**config.mk**
```make
export PLATFORM = sky130hd
export DESIGN_NAME = utf8_turkish_search_fold_flat
export DESIGN_NICKNAME = d
export VERILOG_FILES = /design/src/rtl/core/utsf_pkg.sv /design/src/rtl/core/utsf_req_if.sv /design/src/rtl/core/utsf_rsp_if.sv /design/src/rtl/core/utf8_turkish_search_fold.sv /design/src/flat_wrapper.sv
export VERILOG_INCLUDE_DIRS = /design/src /design/src/rtl/core
export SDC_FILE = /design/constraint.sdc
export NUM_CORES = 1
export LEC_CHECK = 0
export BUFFER_PORTS_ARGS = -buffer_cell sky130_fd_sc_hd__buf_2
export CAP_MARGIN = 20
export CELL_PAD_IN_SITES_DETAIL_PLACEMENT = 0
export CELL_PAD_IN_SITES_GLOBAL_PLACEMENT = 1
export CORE_MARGIN = 2
export CORE_UTILIZATION = 37
export CTS_BUF_LIST = sky130_fd_sc_hd__clkbuf_16
export DETAILED_ROUTE_END_ITERATION = 16
export MAX_ROUTING_LAYER = met4
export PLACE_DENSITY = 0.72
export SETUP_SLACK_MARGIN = 0.5
export SYNTH_ARGS = -nofsm -noshare
export SYNTH_HDL_FRONTEND = slang
export SYNTH_SLANG_ARGS = --single-unit
export TNS_END_PERCENT = 10
```
**constraint.sdc**
```tcl
create_clock -name clock -period 2.8 [get_ports clock]
set_clock_uncertainty 0.05 [all_clocks]
set_input_delay 0.28 -clock clock [delete_from_list [all_inputs] [get_ports clock]]
set_output_delay 0.28 -clock clock [all_outputs]
set_load 0.05 [all_outputs]
```
**src/rtl/core/utf8_turkish_search_fold_macros.svh**
```systemverilog
// ----------------------------------------------------------------------------
// Assertion macros for the Turkish search-key folder
// Shared concurrent assertion forms, clocked on the rising edge and
// disabled while reset is high.
// ----------------------------------------------------------------------------
`ifndef UTF8_TURKISH_SEARCH_FOLD_MACROS_SVH
`define UTF8_TURKISH_SEARCH_FOLD_MACROS_SVH

// Same-cycle implication.
`define UTSF_ASSERT_NOW(label, clk, rst, ante, cons) \
   label: assert property (@(posedge clk) disable iff (rst) (ante) |-> (cons)) \
      else $error("utsf: same-cycle check failed");

// Next-cycle implication.
`define UTSF_ASSERT_NEXT(label, clk, rst, ante, cons) \
   label: assert property (@(posedge clk) disable iff (rst) (ante) |=> (cons)) \
      else $error("utsf: next-cycle check failed");

`endif

```
**src/rtl/core/utsf_pkg.sv**
```systemverilog
// ----------------------------------------------------------------------------
// Turkish search-key folder package
// Byte constants, the result slot type and the small decode functions.
// ----------------------------------------------------------------------------
`default_nettype none

package utsf_pkg;

   localparam logic [7:0] ASCII_SPACE = 8'h20;
   localparam logic [7:0] ASCII_TAB   = 8'h09;
   localparam logic [7:0] ASCII_LF    = 8'h0A;
   localparam logic [7:0] ASCII_CR    = 8'h0D;
   localparam logic [7:0] ASCII_UC_A  = 8'h41;
   localparam logic [7:0] ASCII_UC_Z  = 8'h5A;
   localparam logic [7:0] CASE_OFFSET = 8'h20;

   localparam logic [7:0] LEAD_C3 = 8'hC3;
   localparam logic [7:0] LEAD_C4 = 8'hC4;
   localparam logic [7:0] LEAD_C5 = 8'hC5;

   localparam logic [7:0] LETTER_C = 8'h63;
   localparam logic [7:0] LETTER_G = 8'h67;
   localparam logic [7:0] LETTER_I = 8'h69;
   localparam logic [7:0] LETTER_O = 8'h6F;
   localparam logic [7:0] LETTER_S = 8'h73;
   localparam logic [7:0] LETTER_U = 8'h75;
   localparam logic [7:0] NO_LETTER = 8'h00;

   // Number of result slots one input byte can fill.
   localparam int unsigned SLOT_COUNT = 3;

   // One result item.
   typedef struct packed {
      logic [7:0] out_byte;
      logic       has_byte;
      logic       last_of_key;
   } slot_type;

   // Maps a held lead and its second byte to the folded ASCII letter,
   // or NO_LETTER when the pair is not one of the Turkish letters.
   function automatic logic [7:0] turkish_letter(input logic [7:0] lead,
                                                 input logic [7:0] tail);
      logic [7:0] letter;
      letter = NO_LETTER;
      case (lead)
         LEAD_C3: begin
            if (tail == 8'h87 || tail == 8'hA7) letter = LETTER_C;
            if (tail == 8'h96 || tail == 8'hB6) letter = LETTER_O;
            if (tail == 8'h9C || tail == 8'hBC) letter = LETTER_U;
         end
         LEAD_C4: begin
            if (tail == 8'h9E || tail == 8'h9F) letter = LETTER_G;
            if (tail == 8'hB0 || tail == 8'hB1) letter = LETTER_I;
         end
         LEAD_C5: begin
            if (tail == 8'h9E || tail == 8'h9F) letter = LETTER_S;
         end
         default: begin
            letter = NO_LETTER;
         end
      endcase
      return letter;
   endfunction

   // Continuation bytes that follow a lead byte; invalid leads count as
   // one-byte characters.
   function automatic logic [1:0] tail_count(input logic [7:0] b);
      logic [1:0] n;
      n = 2'd0;
      if (b[7:5] == 3'b110) n = 2'd1;
      if (b[7:4] == 4'b1110) n = 2'd2;
      if (b[7:3] == 5'b11110) n = 2'd3;
      return n;
   endfunction

   function automatic logic is_blank(input logic [7:0] b);
      return (b == ASCII_SPACE) || (b == ASCII_TAB) ||
             (b == ASCII_LF) || (b == ASCII_CR);
   endfunction

endpackage

`default_nettype wire

```
**src/rtl/core/utsf_req_if.sv**
```systemverilog
// ----------------------------------------------------------------------------
// Input byte channel
// Valid/ready channel carrying one UTF-8 byte and its end-of-string mark.
// ----------------------------------------------------------------------------
`default_nettype none

interface utsf_req_if;
   logic       valid;
   logic       ready;
   logic [7:0] in_byte;
   logic       end_of_string;

   modport source (output valid, output in_byte, output end_of_string, input ready);
   modport sink   (input valid, input in_byte, input end_of_string, output ready);
endinterface

`default_nettype wire

```
**src/rtl/core/utsf_rsp_if.sv**
```systemverilog
// ----------------------------------------------------------------------------
// Folded key channel
// Valid/ready channel carrying one folded byte or an end-only marker.
// ----------------------------------------------------------------------------
`default_nettype none

interface utsf_rsp_if;
   logic       valid;
   logic       ready;
   logic [7:0] out_byte;
   logic       has_byte;
   logic       last_of_key;

   modport source (output valid, output out_byte, output has_byte,
                   output last_of_key, input ready);
   modport sink   (input valid, input out_byte, input has_byte,
                   input last_of_key, output ready);
endinterface

`default_nettype wire

```
**src/rtl/core/utf8_turkish_search_fold.sv**
```systemverilog
// ----------------------------------------------------------------------------
// UTF-8 Turkish search-key folder
// Folds a UTF-8 byte stream into a lower-case ASCII search key with
// collapsed whitespace.
// ----------------------------------------------------------------------------
//
//   Channel  Dir  Payload                               Handshake
//   req_ch   in   in_byte[7:0], end_of_string           valid / ready
//   rsp_ch   out  out_byte[7:0], has_byte, last_of_key  valid / ready
//
// A byte is decoded in the cycle of its transfer and its results (up to
// three) are written into a three-slot result buffer that drains one per cycle
// while rsp_ch is ready. Bytes giving one result or none stream at one per
// cycle when rsp_ch is ready; a byte giving more holds the next one back.
// The next byte is taken while the last buffered result is being transferred.
// Synchronous reset clears the decode state and empties the buffer.
// ----------------------------------------------------------------------------
`default_nettype none

module utf8_turkish_search_fold (
   input  wire        clock,
   input  wire        reset,
   utsf_req_if.sink   req_ch,
   utsf_rsp_if.source rsp_ch
);

   `include "utf8_turkish_search_fold_macros.svh"

   // Decode state.
   logic [7:0] held_lead_ff,      held_lead_in;
   logic       lead_pending_ff,   lead_pending_in;
   logic [1:0] raw_left_ff,       raw_left_in;
   logic       space_pending_ff,  space_pending_in;
   logic       emitted_any_ff,    emitted_any_in;

   // Result buffer: slot 0 is shown on rsp_ch.
   utsf_pkg::slot_type slot_ff [utsf_pkg::SLOT_COUNT];
   utsf_pkg::slot_type slot_in [utsf_pkg::SLOT_COUNT];
   logic [1:0]         count_ff;
   logic [1:0]         count_in;

   logic       req_xfer;
   logic       rsp_xfer;
   logic [7:0] b;
   logic       eos;
   logic [7:0] letter;
   logic       b1_valid;
   logic [7:0] b1;
   logic       b2_valid;
   logic [7:0] b2;
   logic       space_out;
   utsf_pkg::slot_type cand  [utsf_pkg::SLOT_COUNT];
   logic               cand_valid [utsf_pkg::SLOT_COUNT];
   logic [1:0]         fill;

   assign b   = req_ch.in_byte;
   assign eos = req_ch.end_of_string;

   // Handshake: take a byte when the buffer is empty or about to be.
   assign rsp_ch.valid = (count_ff != 2'd0);
   assign rsp_xfer     = rsp_ch.valid && rsp_ch.ready;
   assign req_ch.ready = (count_ff == 2'd0) || ((count_ff == 2'd1) && rsp_ch.ready);
   assign req_xfer     = req_ch.valid && req_ch.ready;

   assign rsp_ch.out_byte    = slot_ff[0].out_byte;
   assign rsp_ch.has_byte    = slot_ff[0].has_byte;
   assign rsp_ch.last_of_key = slot_ff[0].last_of_key;

   assign letter = utsf_pkg::turkish_letter(held_lead_ff, b);

   // Byte decode: up to two bytes plus a pending space.
   always_comb begin
      b1_valid         = 1'b0;
      b1               = b;
      b2_valid         = 1'b0;
      b2               = b;
      held_lead_in     = held_lead_ff;
      lead_pending_in  = lead_pending_ff;
      raw_left_in      = raw_left_ff;
      space_pending_in = space_pending_ff;
      if (lead_pending_ff) begin
         lead_pending_in = 1'b0;
         held_lead_in    = 8'h00;
         b1_valid        = 1'b1;
         if (letter != utsf_pkg::NO_LETTER) begin
            b1 = letter;
         end else begin
            b1       = held_lead_ff;
            b2_valid = !(eos && (b == utsf_pkg::ASCII_SPACE));
         end
      end else if (raw_left_ff != 2'd0) begin
         b1_valid    = !(eos && (b == utsf_pkg::ASCII_SPACE));
         raw_left_in = raw_left_ff - 2'd1;
      end else if (!b[7]) begin
         if (utsf_pkg::is_blank(b)) begin
            if (emitted_any_ff) begin
               space_pending_in = 1'b1;
            end
         end else begin
            b1_valid = 1'b1;
            if (b >= utsf_pkg::ASCII_UC_A && b <= utsf_pkg::ASCII_UC_Z) begin
               b1 = b + utsf_pkg::CASE_OFFSET;
            end
         end
      end else if ((b == utsf_pkg::LEAD_C3 || b == utsf_pkg::LEAD_C4 ||
                    b == utsf_pkg::LEAD_C5) && !eos) begin
         held_lead_in    = b;
         lead_pending_in = 1'b1;
      end else begin
         b1_valid    = 1'b1;
         raw_left_in = eos ? 2'd0 : utsf_pkg::tail_count(b);
      end

      // A held-back space goes out ahead of the next emitted byte.
      space_out = space_pending_ff && b1_valid;
      if (space_out) begin
         space_pending_in = 1'b0;
      end
      emitted_any_in = emitted_any_ff || b1_valid;

      // The end of a string returns the decode state to its reset values.
      if (eos) begin
         held_lead_in     = 8'h00;
         lead_pending_in  = 1'b0;
         raw_left_in      = 2'd0;
         space_pending_in = 1'b0;
         emitted_any_in   = 1'b0;
      end
   end

   // Pack the candidate results in order and mark the last one.
   always_comb begin
      cand[0]       = '{out_byte: utsf_pkg::ASCII_SPACE, has_byte: 1'b1, last_of_key: 1'b0};
      cand[1]       = '{out_byte: b1, has_byte: 1'b1, last_of_key: 1'b0};
      cand[2]       = '{out_byte: b2, has_byte: 1'b1, last_of_key: 1'b0};
      cand_valid[0] = space_out;
      cand_valid[1] = b1_valid;
      cand_valid[2] = b2_valid;
      fill          = 2'd0;
      for (int i = 0; i < utsf_pkg::SLOT_COUNT; i++) begin
         slot_in[i] = '{out_byte: 8'h00, has_byte: 1'b0, last_of_key: 1'b0};
      end
      for (int i = 0; i < utsf_pkg::SLOT_COUNT; i++) begin
         if (cand_valid[i]) begin
            slot_in[fill] = cand[i];
            fill          = fill + 2'd1;
         end
      end
      if (eos) begin
         if (fill == 2'd0) begin
            slot_in[0] = '{out_byte: 8'h00, has_byte: 1'b0, last_of_key: 1'b1};
            fill       = 2'd1;
         end else begin
            slot_in[fill - 2'd1].last_of_key = 1'b1;
         end
      end
      count_in = fill;
   end

   // Decode state registers.
   always_ff @(posedge clock) begin
      if (reset) begin
         held_lead_ff     <= 8'h00;
         lead_pending_ff  <= 1'b0;
         raw_left_ff      <= 2'd0;
         space_pending_ff <= 1'b0;
         emitted_any_ff   <= 1'b0;
      end else if (req_xfer) begin
         held_lead_ff     <= held_lead_in;
         lead_pending_ff  <= lead_pending_in;
         raw_left_ff      <= raw_left_in;
         space_pending_ff <= space_pending_in;
         emitted_any_ff   <= emitted_any_in;
      end
   end

   // Result buffer: load on an input transfer, else shift on an output transfer.
   always_ff @(posedge clock) begin
      if (reset) begin
         count_ff <= 2'd0;
      end else if (req_xfer) begin
         count_ff <= count_in;
      end else if (rsp_xfer) begin
         count_ff <= count_ff - 2'd1;
      end
   end

   always_ff @(posedge clock) begin
      if (req_xfer) begin
         for (int i = 0; i < utsf_pkg::SLOT_COUNT; i++) begin
            slot_ff[i] <= slot_in[i];
         end
      end else if (rsp_xfer) begin
         slot_ff[0] <= slot_ff[1];
         slot_ff[1] <= slot_ff[2];
      end
   end

   // An end-only marker is always the last result and stands alone.
   `UTSF_ASSERT_NOW(a_marker_alone, clock, reset,
      rsp_ch.valid && !rsp_ch.has_byte, rsp_ch.last_of_key && (count_ff == 2'd1))

   // A string end leaves the decode state cleared.
   `UTSF_ASSERT_NEXT(a_eos_clears, clock, reset,
      req_xfer && eos,
      !lead_pending_ff && (raw_left_ff == 2'd0) && !space_pending_ff && !emitted_any_ff)

   // Only the three Turkish lead bytes are ever held.
   `UTSF_ASSERT_NOW(a_held_lead_kind, clock, reset,
      lead_pending_ff,
      (held_lead_ff == utsf_pkg::LEAD_C3) || (held_lead_ff == utsf_pkg::LEAD_C4) ||
      (held_lead_ff == utsf_pkg::LEAD_C5))

   // A held lead and raw continuation bytes never overlap.
   `UTSF_ASSERT_NOW(a_lead_raw_exclusive, clock, reset,
      lead_pending_ff, raw_left_ff == 2'd0)

endmodule

`default_nettype wire

```
**src/flat_wrapper.sv**
```systemverilog
// flat-port wrapper written by rule: the top's interface ports become plain ports
module utf8_turkish_search_fold_flat 
  (clock, reset, req_ch_valid, req_ch_in_byte, req_ch_end_of_string, req_ch_ready, rsp_ch_valid, rsp_ch_out_byte, rsp_ch_has_byte, rsp_ch_last_of_key, rsp_ch_ready);
  utsf_req_if req_ch_i ();
  utsf_rsp_if rsp_ch_i ();
  input  wire clock;
  input  wire reset;
  input wire logic [$bits(req_ch_i.valid)-1:0] req_ch_valid;
  input wire logic [$bits(req_ch_i.in_byte)-1:0] req_ch_in_byte;
  input wire logic [$bits(req_ch_i.end_of_string)-1:0] req_ch_end_of_string;
  output wire logic [$bits(req_ch_i.ready)-1:0] req_ch_ready;
  output wire logic [$bits(rsp_ch_i.valid)-1:0] rsp_ch_valid;
  output wire logic [$bits(rsp_ch_i.out_byte)-1:0] rsp_ch_out_byte;
  output wire logic [$bits(rsp_ch_i.has_byte)-1:0] rsp_ch_has_byte;
  output wire logic [$bits(rsp_ch_i.last_of_key)-1:0] rsp_ch_last_of_key;
  input wire logic [$bits(rsp_ch_i.ready)-1:0] rsp_ch_ready;
  assign req_ch_i.valid = req_ch_valid;
  assign req_ch_i.in_byte = req_ch_in_byte;
  assign req_ch_i.end_of_string = req_ch_end_of_string;
  assign req_ch_ready = req_ch_i.ready;
  assign rsp_ch_valid = rsp_ch_i.valid;
  assign rsp_ch_out_byte = rsp_ch_i.out_byte;
  assign rsp_ch_has_byte = rsp_ch_i.has_byte;
  assign rsp_ch_last_of_key = rsp_ch_i.last_of_key;
  assign rsp_ch_i.ready = rsp_ch_ready;
  utf8_turkish_search_fold u_core (.clock(clock), .reset(reset), .req_ch(req_ch_i), .rsp_ch(rsp_ch_i));
endmodule
```
==> flow_summary_export.csv, run 1 <==
group,metric,value,unit
final_layout,drive_gt1_share,22.9,%
floorplan,fp.dieArea,0.00766,sq mm
sta,finalHoldViolCount,0,
pwr,p_leak,1.18,nW
pwr,p_seq_share,40.1,%
placement,dp_cells,371,
sta,finalCritPeriodShare,80.0,%
pwr,intPower,1.50,mW
global_route,grt_max_degree,21,
logic_synthesis,synth_ff_type,"edfxtp_1",
setup_path,endpoint,"u_core.slot_ff[0][18]$_DFFE_PP_",
clock_tree,cts_num_sinks,45,
sta,fmax,446,MHz
drt,wire_per_inst,15.2,um
final_layout,fin_nets,322,
global_route,antenna_found_initial,0,
drt,viasPerCell,5.48,
pwr,combPwrFrac,34.4,%
clock_tree,clockBufferDepth,2,
sta,setup_viol,0,
logic_synthesis,synthesis.area,0.00258,sq mm
final_layout,nFillCells,670,
setup_path,arrival,2230,ps
setup_path,r2r_cells,9,
setup_path,critPathLaunch,"req_ch_in_byte[2]",
setup_path,rrSetupSlack,640,ps
global_route,grt_pass1_wl,9720,um
sta,worst_pin_slew,466,ps
logic_synthesis,syn_nets,292,
setup_path,r2r-start,"u_core.count_ff[0]$_SDFFE_PP0P_",
logic_synthesis,synthArstFlopShare,0,%
logic_synthesis,ys_ff_latch,45,
setup_path,cp-end-kind,"register",
sta,whs,276,ps
drt,wl,5860,um
clock_tree,clk_latency,290,ps
clock_tree,cts_buffers,5,
clock_tree,root_buffer,"clkbuf_16",
placement,port_buffers,24,
sta,rsz0062_at_grt,"yes",
clock_tree,tritoncts,"done",
worst_hold_path,hp-class,"in -> reg",
final_layout,final_cell_mix,"30 x edfxtp_1, 25 x buf_2, 23 x nand2_1, 23 x nor2_1, 23 x buf_4",
logic_synthesis,synth_edf_count,30,
setup_path,path_class,"in -> reg",
final_layout,regArea,0.00120,sq mm
floorplan,io_pins,25,
sta,max_slew_margin,68.9,%
drt,drc_errors,0,
final_layout,multi_input_area,0.00123,sq mm
final_layout,layout_commonest_cell,"edfxtp_1",
drt,vias,2117,
global_route,overflow,0,
drt,dr.pass1.iters,4,
final_layout,layoutNonFillerInstCount,386,
pwr,power_switching,0.881,mW
placement,place_congestion,0.901,
floorplan,die_height,87.5,um
logic_synthesis,ys_warn_count,0,
global_route,grt_usage,16.5,%
drt,drt_iter0_drc,162,
clock_tree,htree_levels,2,
global_route,grt_pass1_vias,1959,
floorplan,initial_core_util,38.2,%
job,drv_cap,0,
sta,tns,0,ps
logic_synthesis,seq_area_frac_synth,46.5,%
setup_path,start_kind,"input pin",
final_layout,area_growth,17.3,%
floorplan,core,0.00676,sq mm
setup_path,crit_fanout,6,
logic_synthesis,synthDistinctLibCells,57,
drt,postRouteAntennaNets,0,
sta,finalCriticalPeriod,2240,ps
final_layout,n_antenna_cell,0,
logic_synthesis,synth_area_per_cell,9.39,sq um
floorplan,row_count,30,
placement,place_hpwl,4240,um
setup_path,cp_data_required_time,2790,ps
pwr,clock_power_share,25.5,%
setup_path,worst_r2r_endpoint,"u_core.slot_ff[0][18]$_DFFE_PP_",
status,status,"finished clean",
sta,drv_slew,0,
pwr,p_sw_share,37.1,%
logic_synthesis,synthCells,275,
clock_tree,clkTransAtPathRegs,70,ps
pwr,worst_ir_drop_vdd,283,uV
floorplan,die_x,87.5,um
pwr,powerDensity,784,mW/mm^2
[synthesized netlist by cell type, drive strengths merged (4+ instances only)]
master	count	area [sq um]
edfxtp	30	901
nand2	24	90.1
nor2	23	86.3
o21ai	17	88.8
dfxtp	15	300
clkbuf	14	52.6
a21oi	13	65.1
and2	13	81.3
inv	12	45.0
buf	11	76.3
o31ai	11	82.6
a31oi	10	62.6
a22oi	9	67.6
nor3	5	25.0
or3	5	32.5
a21o	4	30.0
ha	4	50.1
nand4b	4	35.0
[registers in the layout, summed over array words and instances, names as in the netlist]
signal,flops
u_core.lead_pending_ff,1
u_core.raw_left_ff,2
u_core.slot_ff,30
u_core.emitted_any_ff,1
u_core.space_pending_ff,1
u_core.held_lead_ff,8
u_core.count_ff,2
[cell type report]
type                       instances  share of cell area, %
clock inverter                     3                  0.826
tap                               80                   3.30
timing repair buffer              48                   9.83
clock buffer                       5                   4.13
inverter                          12                   1.61
sequential                        45                   39.6
multi-input combinational        193                   40.7
[kinds of logic after synthesis]
| kind of cell | count (synthesis) | share of synthesized area (%) |
|---|---|---|
| xor+xnor | 1 | 0.339 |
| buf+inv | 37 | 6.73 |
| flops | 45 | 46.5 |
| mux | 1 | 0.388 |
| compound gates | 77 | 19.9 |
| simple gates | 110 | 24.2 |
| fa+ha+maj | 4 | 1.94 |
[metal layers]
| metal | vias to the layer above | global-route usage [%] | part of all wire, % |
|---|---|---|---|
| met5 | - | - | 0 |
| met4 | 0 | 3.78 | 0.82 |
| met3 | 4 | 2.83 | 3.4 |
| met2 | 47 | 25.1 | 45 |
| met1 | 990 | 23.2 | 50 |
| li1 | 1076 | - | - |
[stage by stage]
stage               power (mW)  util [%]  setup WS (ps)  area [sq um]
floorplan                 1.63         -            505          2600
global placement          1.75      41.7            210          2820
detailed placement        1.77      41.7            168          2820
CTS                       2.37      43.9            551          2970
global route              2.49      44.9            466          3030
finish                    2.38      44.9            559          3030
[power groups by stage]
stage	logic (mW)	registers [mW]	clock network (mW)
after floorplan	0.628	0.999	0
after global placement	0.791	0.963	0
after detailed placement	0.798	0.968	0
after CTS	0.799	0.954	0.613
after global routing	0.887	0.970	0.634
final	0.818	0.953	0.606
[worst min-delay path by stage]
stage,endpoint,cells past startpoint,startpoint,slack (ps)
after floorplan,u_core.emitted_any_ff$_SDFFE_PP0P_,1,u_core.emitted_any_ff$_SDFFE_PP0P_,390
after global placement,u_core.emitted_any_ff$_SDFFE_PP0P_,1,u_core.emitted_any_ff$_SDFFE_PP0P_,410
after detailed placement,u_core.emitted_any_ff$_SDFFE_PP0P_,1,u_core.emitted_any_ff$_SDFFE_PP0P_,410
after CTS,u_core.lead_pending_ff$_SDFFE_PP0P_,2,reset,280
after global routing,u_core.held_lead_ff[7]$_SDFFE_PP0P_,2,reset,290
final,u_core.space_pending_ff$_SDFFE_PP0P_,2,reset,280
[worst max-delay path, cell delays in order]
cell and delay (ps):
buf_2 100, or4b_4 550, or4_4 480, a21o_1 210, a31oi_2 180, buf_4 170, or3_2 170, o21ai_1 80
[timing repair]
action / in CTS / in global routing
resized for setup: 1 / 4
endpoints found under the hold margin: 0 / 0
endpoints found under the setup margin: 6 / 19
pin swaps: 0 / 0
hold buffers: 0 / 0
buffers inserted: 0 / 6
cloned: 0 / 1
Power figures use the tool's default switching activity.
==> run 2: changes to the inputs <==
==> constraint.sdc (replaced) <==
create_clock -name clock -period 2.2 [get_ports clock]
set_clock_uncertainty 0.05 [all_clocks]
set_input_delay 0.22 -clock clock [delete_from_list [all_inputs] [get_ports clock]]
set_output_delay 0.22 -clock clock [all_outputs]
set_load 0.05 [all_outputs]
==> run 2 against run 1 <==
Net effect: final area increased by 9.4%; non-clock buffer count is 29 higher; first-iteration DRC count decreased by 26%; sequential power rose by 27%; worst setup slack worse by 450 ps; via count up 7.1%.
==> flow_summary_export.csv, run 2 (same netlist as run 1, synthesis figures left out) <==
group,metric,value,unit
status,status,"finished clean",
clock_tree,clockBufferDepth,2,
floorplan,io_pins,25,
sta,drv_slew,0,
setup_path,arrival,2070,ps
drt,wl_met2,2790,um
sta,worst_pin_slew,358,ps
setup_path,start_kind,"input pin",
clock_tree,cts_num_sinks,45,
pwr,p_leak,1.34,nW
drt,wl,6100,um
worst_hold_path,holdPathStages,2,
final_layout,final_area,0.00332,sq mm
clock_tree,htree_levels,2,
sta,finalHoldViolCount,0,
global_route,overflow,0,
setup_path,path_class,"in -> reg",
clock_tree,clk_latency,280,ps
clock_tree,root_buffer,"clkbuf_16",
drt,met1Wirelength,3040,um
setup_path,r2r_cells,6,
final_layout,regMostFlops,"u_core.slot_ff",
setup_path,cp-end-kind,"register",
final_layout,layoutNonFillerInstCount,415,
sta,fmax,477,MHz
final_layout,top_regs,"u_core.slot_ff (30), u_core.held_lead_ff (8)",
drt,drt_iter0_drc,120,
final_layout,area_growth,28.4,%
setup_path,rrSetupSlack,180,ps
placement,place_congestion,0.840,
floorplan,die_height,87.5,um
pwr,finalPower,3.07,mW
final_layout,drive_gt1_share,31.6,%
drt,wl_met3,200,um
drt,postRouteAntennaNets,0,
setup_path,worst_r2r_endpoint,"u_core.slot_ff[0][10]$_DFFE_PP_",
drt,vias,2268,
placement,dp_cells,405,
worst_hold_path,hold_end,"u_core.lead_pending_ff$_SDFFE_PP0P_",
sta,max_slew_margin,76.0,%
clock_tree,cts_buffers,5,
floorplan,die_x,87.5,um
pwr,powerDensity,926,mW/mm^2
floorplan,initial_core_util,38.2,%
placement,place_area,0.00308,sq mm
sta,rsz0062_at_grt,"yes",
final_layout,final_util,49.1,%
final_layout,final_cell_mix,"49 x buf_4, 30 x edfxtp_1, 23 x nand2_1, 23 x buf_2, 22 x nor2_1",
drt,drc_errors,0,
global_route,grt_pass1_wl,10200,um
global_route,grt_usage,17.4,%
global_route,antenna_found_initial,0,
global_route,grt_max_degree,22,
drt,wire_per_inst,14.7,um
sta,setup_viol,0,
sta,finalCriticalPeriod,2100,ps
placement,port_buffers,24,
drt,viasPerCell,5.47,
final_layout,layout_commonest_cell,"buf_4",
job,drv_cap,0,
placement,place_hpwl,4640,um
setup_path,cp_data_required_time,2180,ps
worst_hold_path,min-delay-start,"reset",
sta,finalCritPeriodShare,95.3,%
floorplan,core,0.00676,sq mm
setup_path,crit_fanout,5,
setup_path,r2r-start,"u_core.held_lead_ff[3]$_SDFFE_PP0P_",
drt,topRoutingLayerUsed,"met4",
final_layout,largest_register_ffs,30,
final_layout,fin_nets,351,
worst_hold_path,hp-class,"in -> reg",
floorplan,row_count,30,
pwr,worst_ir_drop_vdd,425,uV
floorplan,fp.dieArea,0.00766,sq mm
global_route,grt_pass1_vias,2088,
final_layout,n_antenna_cell,0,
clock_tree,tritoncts,"done",
clock_tree,clkTransAtPathRegs,70,ps
drt,dr.pass1.iters,4,
[run 2: cell types whose count changed in the layout (fill, tap and decap cells not counted), moves of 2 or more]
cell   previous run  this run
buf_2            25        23
buf_4            23        49
buf_6             0         5
or3_4             0         2
[run 2: metrics by stage]
step           TNS, ps  hold slack [ps]  setup slack, ps
2_1_floorplan     -109              337            -19.8
4_1_cts              0              218              107
3_5_place_dp     -4990              429             -271
6_report             0              227              104
3_3_place_gp     -4310              420             -232
5_1_grt              0              240             34.3
[run 2: critical path, stage by stage]
cell,delay [ps]
buf_6,90
or4b_4,530
or4_4,430
a21o_1,190
a31oi_1,140
buf_4,170
buf_6,120
or4b_1,100
a31oi_1,80
[run 2: power breakdown]
group	total, mW	internal, mW	switching (mW)	leakage, nW
combinational	1.10	0.350	0.749	0.847
sequential	1.21	1.16	0.0498	0.421
clock	0.759	0.423	0.335	0.0702
total	3.07	1.94	1.13	1.34
[run 2: worst max-delay path by stage]
stage                           start                              end  slack (ps)  depth (start not counted)
detailed placement  req_ch_in_byte[2]   u_core.slot_ff[0][4]$_DFFE_PP_        -270                          8
global route        req_ch_in_byte[2]  u_core.slot_ff[0][14]$_DFFE_PP_          30                          9
floorplan           req_ch_in_byte[2]  u_core.slot_ff[0][12]$_DFFE_PP_         -20                          7
finish              req_ch_in_byte[2]  u_core.slot_ff[0][14]$_DFFE_PP_         100                          9
CTS                 req_ch_in_byte[2]  u_core.slot_ff[0][10]$_DFFE_PP_         110                          9
global placement    req_ch_in_byte[2]   u_core.slot_ff[0][4]$_DFFE_PP_        -230                          8
[run 2: per-layer routing]
layer	vias up	global-route usage [%]
li1	1135	-
met1	1076	24.3
met2	51	26.1
met3	6	2.92
met4	0	4.48
met5	-	-
[run 2: area by class of cell]
| cell class | count | area (sq um) |
|---|---|---|
| fillers | 634 | 3440 |
| multi-input cells | 193 | 1280 |
| flip-flops and latches | 45 | 1200 |
| repair buffers | 77 | 539 |
| clock buffers | 5 | 125 |
| well taps | 80 | 100 |
| inverters | 12 | 48.8 |
| clock inverters | 3 | 21.3 |
[run 2: what timing repair did]
item                                   CTS  global route
hold buffers                             0             0
setup endpoints to repair               39            65
pin swaps                                2             4
endpoints found under the hold margin    0             0
resized for setup                        9             7
setup buffers                            0             1
cloned                                   0             1
==> run 3: changes to the inputs <==
--- a/config.mk
+++ b/config.mk
@@ -11,12 +11,12 @@
 export CELL_PAD_IN_SITES_DETAIL_PLACEMENT = 0
 export CELL_PAD_IN_SITES_GLOBAL_PLACEMENT = 1
 export CORE_MARGIN = 2
-export CORE_UTILIZATION = 37
+export CORE_UTILIZATION = 45
 export CTS_BUF_LIST = sky130_fd_sc_hd__clkbuf_16
 export DETAILED_ROUTE_END_ITERATION = 16
 export MAX_ROUTING_LAYER = met4
-export PLACE_DENSITY = 0.72
-export SETUP_SLACK_MARGIN = 0.5
+export PLACE_DENSITY = 0.83
+export SETUP_SLACK_MARGIN = 0.3
 export SYNTH_ARGS = -nofsm -noshare
 export SYNTH_HDL_FRONTEND = slang
 export SYNTH_SLANG_ARGS = --single-unit
==> run 3 against run 2 <==
Net effect: first-iteration DRC count is 29% higher; sequential cell count stayed put; clock-buffer cell count stayed put; final cell count is 5.3% lower; non-clock buffer count is 14 lower; via count is 4.9% lower; routed wire length is 0.89% lower; sequential share of layout area is 0.47 points higher; final area is 1.3% lower; utilization is 10 points higher; critical endpoint is now u_core.slot_ff[0][10]$_DFFE_PP_; largest power group unchanged; highest routed layer unchanged.
==> flow_summary_export.csv, run 3 (same netlist as run 1, synthesis figures left out) <==
group,metric,value,unit
status,status,"finished clean",
sta,finalCritPeriodShare,97.9,%
drt,met1Wirelength,2810,um
worst_hold_path,hp-class,"in -> reg",
global_route,grt_usage,21.5,%
final_layout,drive_gt1_share,30.8,%
pwr,p_leak,1.29,nW
drt,wl_met3,226,um
final_layout,n_antenna_cell,0,
setup_path,cp-end-kind,"register",
placement,port_buffers,24,
pwr,p_seq_share,37.9,%
clock_tree,cts_num_sinks,45,
floorplan,die_x,79.8,um
setup_path,arrival,2240,ps
sta,finalCriticalPeriod,2150,ps
final_layout,regMostFlops,"u_core.slot_ff",
drt,postRouteAntennaNets,0,
floorplan,fp.dieArea,0.00636,sq mm
drt,dr.pass1.iters,4,
global_route,overflow,0,
final_layout,top_regs,"u_core.slot_ff (30), u_core.held_lead_ff (8)",
setup_path,crit_fanout,8,
global_route,antenna_found_initial,0,
floorplan,io_pins,25,
drt,wl,6050,um
sta,max_slew_margin,73.4,%
placement,place_congestion,0.848,
sta,whs,217,ps
sta,setup_viol,0,
drt,topRoutingLayerUsed,"met4",
final_layout,area_growth,26.7,%
clock_tree,root_buffer,"clkbuf_16",
sta,finalHoldViolCount,0,
clock_tree,htree_levels,2,
drt,drt_iter0_drc,155,
pwr,combPwrFrac,35.5,%
global_route,grt_max_degree,25,
final_layout,final_cell_mix,"36 x buf_4, 30 x edfxtp_1, 23 x nand2_1",
final_layout,largest_register_ffs,30,
setup_path,cp_data_required_time,2280,ps
pwr,p_sw_share,35.6,%
floorplan,initial_core_util,46.6,%
job,drv_cap,0,
clock_tree,clk_latency,280,ps
sta,fmax,464,MHz
clock_tree,cts_hold_buf,0,
placement,place_area,0.00296,sq mm
final_layout,final_util,59.1,%
drt,wl_met2,2990,um
clock_tree,tritoncts,"done",
floorplan,die_height,79.8,um
pwr,clock_power_share,26.5,%
final_layout,fin_nets,337,
sta,tns,0,ps
setup_path,start_kind,"register",
drt,vias,2157,
clock_tree,clkTransAtPathRegs,60,ps
clock_tree,clockBufferDepth,2,
pwr,intPower,2.07,mW
drt,viasPerCell,5.49,
floorplan,row_count,27,
clock_tree,cts_buffers,5,
drt,wire_per_inst,15.4,um
global_route,grt_pass1_vias,2049,
pwr,powerDensity,983,mW/mm^2
placement,place_hpwl,4490,um
sta,drv_slew,0,
floorplan,core,0.00554,sq mm
drt,drc_errors,0,
sta,rsz0062_at_grt,"yes",
setup_path,path_class,"reg -> reg",
global_route,grt_pass1_wl,10200,um
final_layout,final_area,0.00327,sq mm
final_layout,layout_commonest_cell,"buf_4",
pwr,worst_ir_drop_vdd,582,uV
sta,worst_pin_slew,395,ps
pwr,power_switching,1.14,mW
[run 3: cell types whose count changed in the layout (fill, tap and decap cells not counted), moves of 3 or more]
cell	previous run	this run
o21ai_2	1	4
a22oi_1	9	6
o21ai_1	10	7
buf_4	49	36
a22oi_2	0	3
[run 3: power groups by stage]
stage / combinational (mW) / clock [mW] / sequential [mW]
6_report: 1.14 / 0.854 / 1.22
5_1_grt: 1.24 / 0.894 / 1.24
4_1_cts: 1.09 / 0.860 / 1.22
3_5_place_dp: 1.06 / 0 / 1.24
3_3_place_gp: 1.05 / 0 / 1.23
2_1_floorplan: 0.837 / 0 / 1.27
[run 3: cell type report]
type                            count  area [sq um]
Fill cell                         480          2270
Timing Repair Buffer               63           445
Clock buffer                        5           125
Tap cell                           72          90.1
Multi-Input combinational cell    193          1320
Clock inverter                      3          46.3
Inverter                           12          48.8
Sequential cell                    45          1200
[run 3: routing by layer]
metal  vias to the layer above  global-route usage [%]
li1                       1108                       -
met2                        64                    35.4
met1                       983                    28.1
met3                         2                    3.39
met5                         -                       -
met4                         0                    5.08
[run 3: repair_timing]
item | CTS | global route
setup buffers | 2 | 3
setup endpoints to repair | 36 | 37
resized for setup | 9 | 14
pin swaps | 3 | 2
[run 3: worst max-delay path, cell delays in order (launching register included)]
cell and delay (ps):
dfxtp_1 320, or3_4 410, nor3_4 190, a2bb2oi_1 90, buf_4 170, and4_1 210
or3_4 380, o21ai_2 170
[run 3: metrics by stage]
stage	instances	total power [mW]	worst slack [ps]
5_1_grt	393	3.38	0.341
6_report	393	3.22	45.8
2_1_floorplan	275	2.11	-19.8
3_3_place_gp	380	2.28	-255
3_5_place_dp	380	2.30	-302
4_1_cts	390	3.17	63.4
[run 3: worst paths after layout]
kind         cells after the start                             endpoint  slack (ps)                                start
max                              7      u_core.slot_ff[0][10]$_DFFE_PP_          50  u_core.held_lead_ff[3]$_SDFFE_PP0P_
min reg2reg                      1   u_core.emitted_any_ff$_SDFFE_PP0P_         430   u_core.emitted_any_ff$_SDFFE_PP0P_
max reg2reg                      7      u_core.slot_ff[0][10]$_DFFE_PP_          50  u_core.held_lead_ff[3]$_SDFFE_PP0P_
min                              2  u_core.held_lead_ff[6]$_SDFFE_PP0P_         220                                reset
